--- config.mk ---
export PLATFORM = sky130hd
export DESIGN_NAME = tgc_cell
export DESIGN_NICKNAME = d
export VERILOG_FILES = /design/src/design/tgc_pkg.sv /design/src/design/tgc_cell.sv
export SDC_FILE = /design/constraint.sdc
export NUM_CORES = 1
export LEC_CHECK = 0
export BUFFER_PORTS_ARGS = -buffer_cell sky130_fd_sc_hd__buf_4
export CAP_MARGIN = 20
export CORE_UTILIZATION = 36
export DETAILED_ROUTE_END_ITERATION = 8
export PLACE_DENSITY_LB_ADDON = 0.1
export SYNTH_ARGS = -nofsm -noshare
export SYNTH_HDL_FRONTEND = slang
export SYNTH_SLANG_ARGS = --single-unit
--- constraint.sdc ---
create_clock -name clk -period 1.5 [get_ports clk]
set_input_delay 0.15 -clock clk [delete_from_list [all_inputs] [get_ports clk]]
set_output_delay 0.15 -clock clk [all_outputs]
set_load 0.1 [all_outputs]
--- src/design/tgc_pkg.sv ---
`timescale 1ns / 1ps

package tgc_pkg;

	localparam int CITY_W = 8;
	localparam int RANK_W = 7;
	localparam int SRC_W = 2;
	localparam int DIST_IN_W = 24;
	localparam logic [CITY_W-1:0] CITY_COUNT_RESET = 8'd128;

	localparam logic OP_LOAD = 1'b0;
	localparam logic OP_CROSS = 1'b1;

	localparam logic [SRC_W-1:0] SRC_A = 2'd0;
	localparam logic [SRC_W-1:0] SRC_B = 2'd1;
	localparam logic [SRC_W-1:0] SRC_RAND = 2'd2;

	typedef enum logic [2:0] {
		ST_IDLE,
		ST_EVAL,
		ST_READ_A,
		ST_READ_B,
		ST_RANK,
		ST_COMMIT
	} state_t;

	// Search token that walks the cell row, one cell per cycle.
	typedef struct packed {
		logic              valid;
		logic              found;
		logic [RANK_W-1:0] rank;
		logic [CITY_W-1:0] city;
	} token_t;

	// Broadcast control from the sequencer to every cell.
	typedef struct packed {
		logic [CITY_W-1:0] n;
		logic              clr;
		logic              set_en;
		logic [CITY_W-1:0] set_city;
		logic [CITY_W-1:0] qa;
		logic [CITY_W-1:0] qb;
	} cell_ctl_t;

endpackage

--- src/design/tgc_cell.sv ---
`timescale 1ns / 1ps

module tgc_cell #(
	parameter int CELL_CITY = 1
) (
	input  logic               clk,
	input  logic               arst_n,
	input  tgc_pkg::cell_ctl_t ctl,
	input  tgc_pkg::token_t    tok_in,
	output tgc_pkg::token_t    tok_out,
	output logic               hit_a,
	output logic               hit_b
);

	logic            used_q;
	logic            in_range;
	logic            free;
	tgc_pkg::token_t tok_next;
	tgc_pkg::token_t tok_q;

	assign in_range = int'(ctl.n) >= CELL_CITY;
	assign free = in_range && !used_q;
	assign hit_a = used_q && (int'(ctl.qa) == CELL_CITY);
	assign hit_b = used_q && (int'(ctl.qb) == CELL_CITY);

	// A free city becomes the candidate; the token stops changing once the rank is reached.
	always_comb begin
		tok_next = tok_in;
		if (tok_in.valid && !tok_in.found && free) begin
			tok_next.city = tgc_pkg::CITY_W'(CELL_CITY);
			if (tok_in.rank == '0) begin
				tok_next.found = 1'b1;
			end else begin
				tok_next.rank = tok_in.rank - tgc_pkg::RANK_W'(1);
			end
		end
	end

	always_ff @(posedge clk or negedge arst_n) begin
		if (!arst_n) begin
			used_q <= 1'b0;
			tok_q <= '0;
		end else begin
			tok_q <= tok_next;
			priority if (ctl.clr) begin
				used_q <= 1'b0;
			end else if (ctl.set_en && (int'(ctl.set_city) == CELL_CITY)) begin
				used_q <= 1'b1;
			end else begin
				used_q <= used_q;
			end
		end
	end

	assign tok_out = tok_q;

endmodule

==> impl_metrics.tcl, run 1 <==
set metrics [dict create \
    status "complete, no violations" \
    core_um2 2040 \
    hold_start "tok_in[15]" \
    antenna_found_initial 0 \
    drv_cap 0 \
    syn_inst 71 \
    use_met2_pct 35.8 \
    grt.total_usage_pct 17.9 \
    yosysTopAreaCell "dfrtp_1" \
    cp_max_fo 1 \
    setup_viol 0 \
    max_clock_freq_mhz 682 \
    dr.pass1.iters 4 \
    rsz0062_at_grt "yes" \
    pwr_density_cell_nw_per_um2 853 \
    diodes 0 \
    clock_latency_ps 290 \
    postRouteAntennaNets 0 \
    synth_cell_type_count 26 \
    synth.cell_area_um2 818 \
    portBuffers 71 \
    whs_ps 56.4 \
    dpl.hpwl_mm 1.68 \
    gp_congestion 0.762 \
    grt_max_degree 19 \
    slew_violations 0 \
    overflow 0 \
    hold_path_depth 2 \
    ys_warn_count 0 \
    synth_area_per_cell_um2 11.5 \
    finalWirelength_mm 2.13 \
    cts_sinks 18 \
    syn_nets 126 \
    area_growth_pct 82.3 \
    p_leak_uw 0.000734 \
    io_pins 72 \
    chipHeight_um 49.7 \
    rrSetupSlack_ps 90 \
    htreeDepth 1 \
    layout_common_cells "70 x buf_4, 17 x dfrtp_1, 8 x nor2_1" \
    cp.required_ps 1350 \
    worstReg2RegStart "used_q" \
    final_nets 204 \
    met1_usage_pct 18.6 \
    drc 0 \
    grt_first_pass_wirelength_mm 3.41 \
    cts_buffers 3 \
    clkTransAtPathRegs_ps 100 \
    synthArstFlopShare_pct 100 \
    whs_endpoint "tok_out[15]" \
    cts_root_buffer "clkbuf_4" \
    synth-main-ff-cell "dfrtp_1" \
    worst-r2r-cell-count 3 \
    wire_per_inst_um 12.2 \
    hold_violations 0 \
    worstSetupPathType "in2out" \
    initial_core_util_pct 40.1 \
    post-route-period-util_pct 97.7 \
    met3_usage_pct 5.25 \
    cts_setup_buffers 0 \
    cts_tree "built" \
    vias 834 \
    skew_ps 8.47 \
    vias_per_cell 4.77 \
    layout-drive-gt1-share_pct 57.4 \
    hold_path_class "in2reg" \
    seq_area_frac_synth_pct 55.0 \
    synth_seq_cells 18 \
    peakVddDrop_mv 0.700 \
    die_area_um2 2470 \
    relSlewSlack_pct 67.7 \
    placementRows 16 \
    layout_commonest_cell "buf_4" \
    grt_pass1_vias 817 \
    start_kind "input pin" \
    arrival_ps 1320 \
    synthTopCellsByArea "dfrtp_1 55%, mux2_2 5.5%, nor2b_1 5.4%, nor4_1 3.8%, nor2_1 3.7%" \
    synth_enable_flop_cells 0 \
    place_ws_ps -39.2 \
    end_kind "output pin" \
    r2r_end "tok_out[12]" \
    drt_iter0_drc 14 \
    tightest_slew_ps 481 \
    period_minus_slack_ps 1470 \
    die_w_um 49.7 \
    gr-max-usage-layer "met2" \
    clk_path_buf_depth 2 \
    timing.final.ws_setup_ps 34.6 \
    synth_top_cell_area_share_pct 55.0 \
]
==> layout make-up <==
cell class | count | area, µm²
flip-flops and latches | 18 | 452
clock buffers | 4 | 36.3
multi-input cells | 48 | 380
inverters | 3 | 11.3
repair buffers | 75 | 578
well taps | 27 | 33.8
fillers | 165 | 551
==> timing repair <==
action | in CTS | in global routing
gates cloned | 0 | 0
gates resized for setup | 3 | 1
setup endpoints to repair | 2 | 2
endpoints found under the hold margin | 20 | 0
pin swaps | 0 | 1
hold buffers | 3 | 0
==> flip-flops by register name, indices dropped and copies added, names as in the netlist <==
signal,cells
used_q,1
tok_out,17
==> how the worst max path moves through the flow <==
stage	depth (start not counted)	slack [ps]	startpoint	end
floorplan	2	-430	ctl[11]	hit_a
global placement	5	-20	ctl[30]	tok_out[14]
detailed placement	5	-40	ctl[26]	tok_out[12]
CTS	4	30	ctl[11]	hit_a
global route	3	-4	used_q	hit_a
finish	4	30	ctl[11]	hit_a
==> worst max-delay path, cell delays in order <==
cell and delay [ps]:
buf_4 110, or4_1 560, nor4_4 240, buf_6 260
==> report_power, final <==
group          switching, µW  leakage (µW)  internal (µW)
combinational            300      0.000499            160
clock                    142     0.0000210            148
sequential              8.28      0.000214            514
total                    451      0.000734            822
==> layer usage <==
metal  up-vias  part of all wire (%)
li1        401                     -
met1       394                    37
met2        35                    56
met3         4                   6.8
met4         0                  0.42
met5         -                     0
==> cells by family (layout without fill, tap and decap cells) <==
| logic type | after synthesis | count (layout) | share of synthesized area (%) |
|---|---|---|---|
| muxes | 5 | 5 | 6.73 |
| and+or+nand+nor | 35 | 35 | 24.8 |
| AOI/OAI and AO/OA | 5 | 5 | 6.73 |
| DFF | 18 | 18 | 55.0 |
| adders and majority gates | 2 | 2 | 3.06 |
| buffers and inverters | 5 | 82 | 2.60 |
| xor gates and xnor gates | 1 | 1 | 1.07 |
==> stage by stage <==
step           utilization (%)  power [µW]  instances  TNS, ps  area (µm²)
4_1_cts                   72.9        1290        175        0        1490
2_1_floorplan                -         803         71     -854         848
3_5_place_dp              69.2         986        168    -86.9        1410
3_3_place_gp              69.2         979        168    -35.6        1410
5_1_grt                   73.0        1330        175    -3.71        1490
6_report                  73.0        1270        175        0        1490
==> cells in the mapped netlist, types with 2 or more instances <==
master / number
dfrtp_1: 18
nand3b_1: 2
nor2_1: 8
nor4_1: 5
or4_1: 3
nand2_1: 2
inv_1: 3
mux2_2: 4
ha_1: 2
nand3_1: 2
nor2b_1: 7
Note: power is estimated with default switching activity, not from simulation.
==> run 2, diff against run 1 <==
Settings changed: ABC_AREA set to 1, CORE_UTILIZATION 36 to 40.
==> run 2 against run 1 <==
Non-clock buffer count did not move. Synthesized cell count rose by 69%. Flip-flop and latch count did not move. Worst setup slack improved by 230 ps. Via count rose by 24%. Power rose by 5.4%. Clock power fell by 4%. Critical endpoint is now tok_out[10].
==> impl_metrics.tcl, run 2 <==
set metrics [dict create \
    layout_common_cells "72 x buf_4, 30 x nand2_1, 18 x dfrtp_1" \
    syn_inst 120 \
    cts_sinks 18 \
    clkTransAtPathRegs_ps 90 \
    clockPowerShare_pct 20.7 \
    vias_per_cell 4.59 \
    synth-main-ff-cell "dfrtp_1" \
    start_kind "input pin" \
    placed_cells 219 \
    ys_warn_count 0 \
    yosysMostFrequentCell "nand2_1" \
    synth_area_per_cell_um2 8.28 \
    critPathSlowestCell "dlygate4sd3_1" \
    period_minus_slack_ps 1240 \
    finalWirelength_mm 2.22 \
    layout_commonest_cell "buf_4" \
    placementRows 17 \
    power_frac_comb_pct 40.1 \
    cts_tree "built" \
    cts_setup_buffers 0 \
    hold_violations 0 \
    grt_first_pass_wirelength_mm 3.76 \
    cp.required_ps 1720 \
    hold_path_class "in2reg" \
    setup_tns_ps 0 \
    cts_root_buffer "clkbuf_4" \
    crit_buf_inv 2 \
    clk_path_buf_depth 2 \
    end_kind "flop" \
    pwr_density_cell_nw_per_um2 823 \
    synth_top_cell_area_share_pct 45.3 \
    antenna_found_initial 0 \
    postRouteAntennaNets 0 \
    internal-power_uw 838 \
    cpPeakStageDelay_ps 530 \
    io_pins 72 \
    clock_latency_ps 280 \
    drv_cap 0 \
    max_clock_freq_mhz 808 \
    relSlewSlack_pct 74.4 \
    drt_iter0_drc 11 \
    synth_seq_cells 18 \
    diodes 0 \
    htreeDepth 1 \
    yosysTopAreaCell "dfrtp_1" \
    tightest_slew_ps 383 \
    cp_max_fo 16 \
    core_um2 2280 \
    rsz0062_at_grt "no" \
    portBuffers 71 \
    swShare_pct 37.5 \
    cts_hold_buf 3 \
    skew_ps 1.29 \
    synth_cell_type_count 25 \
    place_ws_ps 239 \
    timing.final.ws_setup_ps 262 \
    power.net_switching_uw 502 \
    cp_cell_sequence "dlygate4sd3_1, buf_4, nand3_2, nor2_4, nand3_1, nand2_1" \
    p_leak_uw 0.000884 \
    synthArstFlopShare_pct 100 \
    die_w_um 51.8 \
    synth.cell_area_um2 993 \
    synthTopCellsByArea "dfrtp_1 45%, nand2_1 11%, inv_1 6.4%, nor2_1 5.3%, nor2_4 4.5%" \
    syn_nets 175 \
    seq_area_frac_synth_pct 45.3 \
    die_area_um2 2690 \
    layout-drive-gt1-share_pct 46.0 \
    cp_top_family "simple AND/OR/NAND/NOR gates" \
    initial_core_util_pct 43.7 \
    cts_resized 0 \
    arrival_ps 1460 \
    seqPwrFrac_pct 39.3 \
    largest_register_ff_count 17 \
    fin_cells 226 \
    peakVddDrop_mv 0.547 \
    grt_max_degree 19 \
    grt_pass1_vias 948 \
    cts_buffers 3 \
    drc 0 \
    vias 1037 \
    wire_per_inst_um 9.81 \
    area_growth_pct 64.0 \
    slew_violations 0 \
    synth_enable_flop_cells 0 \
    chipHeight_um 51.8 \
    dpl.hpwl_mm 1.84 \
    dr.pass1.iters 4 \
    final_nets 254 \
    setup_viol 0 \
    status "complete, no violations" \
    gp_congestion 0.769 \
    overflow 0 \
    grt.total_usage_pct 18.6 \
    post-route-period-util_pct 82.5 \
    worstSetupPathType "in2reg" \
    synth_commonest_cells "30 x nand2_1, 18 x dfrtp_1, 17 x inv_1" \
]
-- run 2: worst paths after layout --
path,startpoint,to,slack [ps],cells after the start
max,tok_in[16],tok_out[10],260,6
max in group asynchronous,arst_n,tok_out[8],1050,2
min in group asynchronous,arst_n,tok_out[11],270,2
max reg2reg,used_q,tok_out[10],280,5
min reg2reg,used_q,used_q,570,2
min,tok_in[0],tok_out[0],60,2
-- run 2: power groups by stage --
stage | registers [µW] | logic (µW) | clock network, µW
final | 526 | 537 | 277
after global placement | 536 | 527 | 0
after CTS | 527 | 540 | 292
after global routing | 530 | 568 | 312
after floorplan | 785 | 88.6 | 0
after detailed placement | 537 | 533 | 0
-- run 2: logic make-up (layout without fill, tap and decap cells) --
logic type / Yosys count / in the layout / share of synthesized area (%)
AOI/OAI and AO/OA: 5 / 5 / 3.90
xor gates and xnor gates: 1 / 1 / 0.882
adders and majority gates: 2 / 2 / 2.52
buffers and inverters: 19 / 97 / 7.93
DFF: 18 / 18 / 45.3
and+or+nand+nor: 75 / 75 / 39.4
-- run 2: cell type report --
cell class	count	area, µm²
fillers	179	647
repair buffers	75	571
multi-input cells	83	469
flip-flops and latches	18	450
inverters	18	67.6
clock buffers	4	36.3
well taps	28	35.0
-- run 2: routing by layer --
metal	vias to the layer above	global-route usage, %	wire [µm]
li1	539	-	-
met1	443	19.9	895
met2	51	34.8	1120
met3	4	2.34	173
met4	0	9.91	33
met5	-	0	0
-- run 2: per-stage QoR --
step                power (µW)  util [%]  instance area [µm²]  hold slack, ps
global placement          1060      68.7                 1560            23.3
floorplan                  873         -                  998            -146
detailed placement        1070      68.7                 1560            23.5
finish                    1340      71.6                 1630            56.3
CTS                       1360      71.6                 1630            49.3
global route              1410      71.6                 1630            47.2
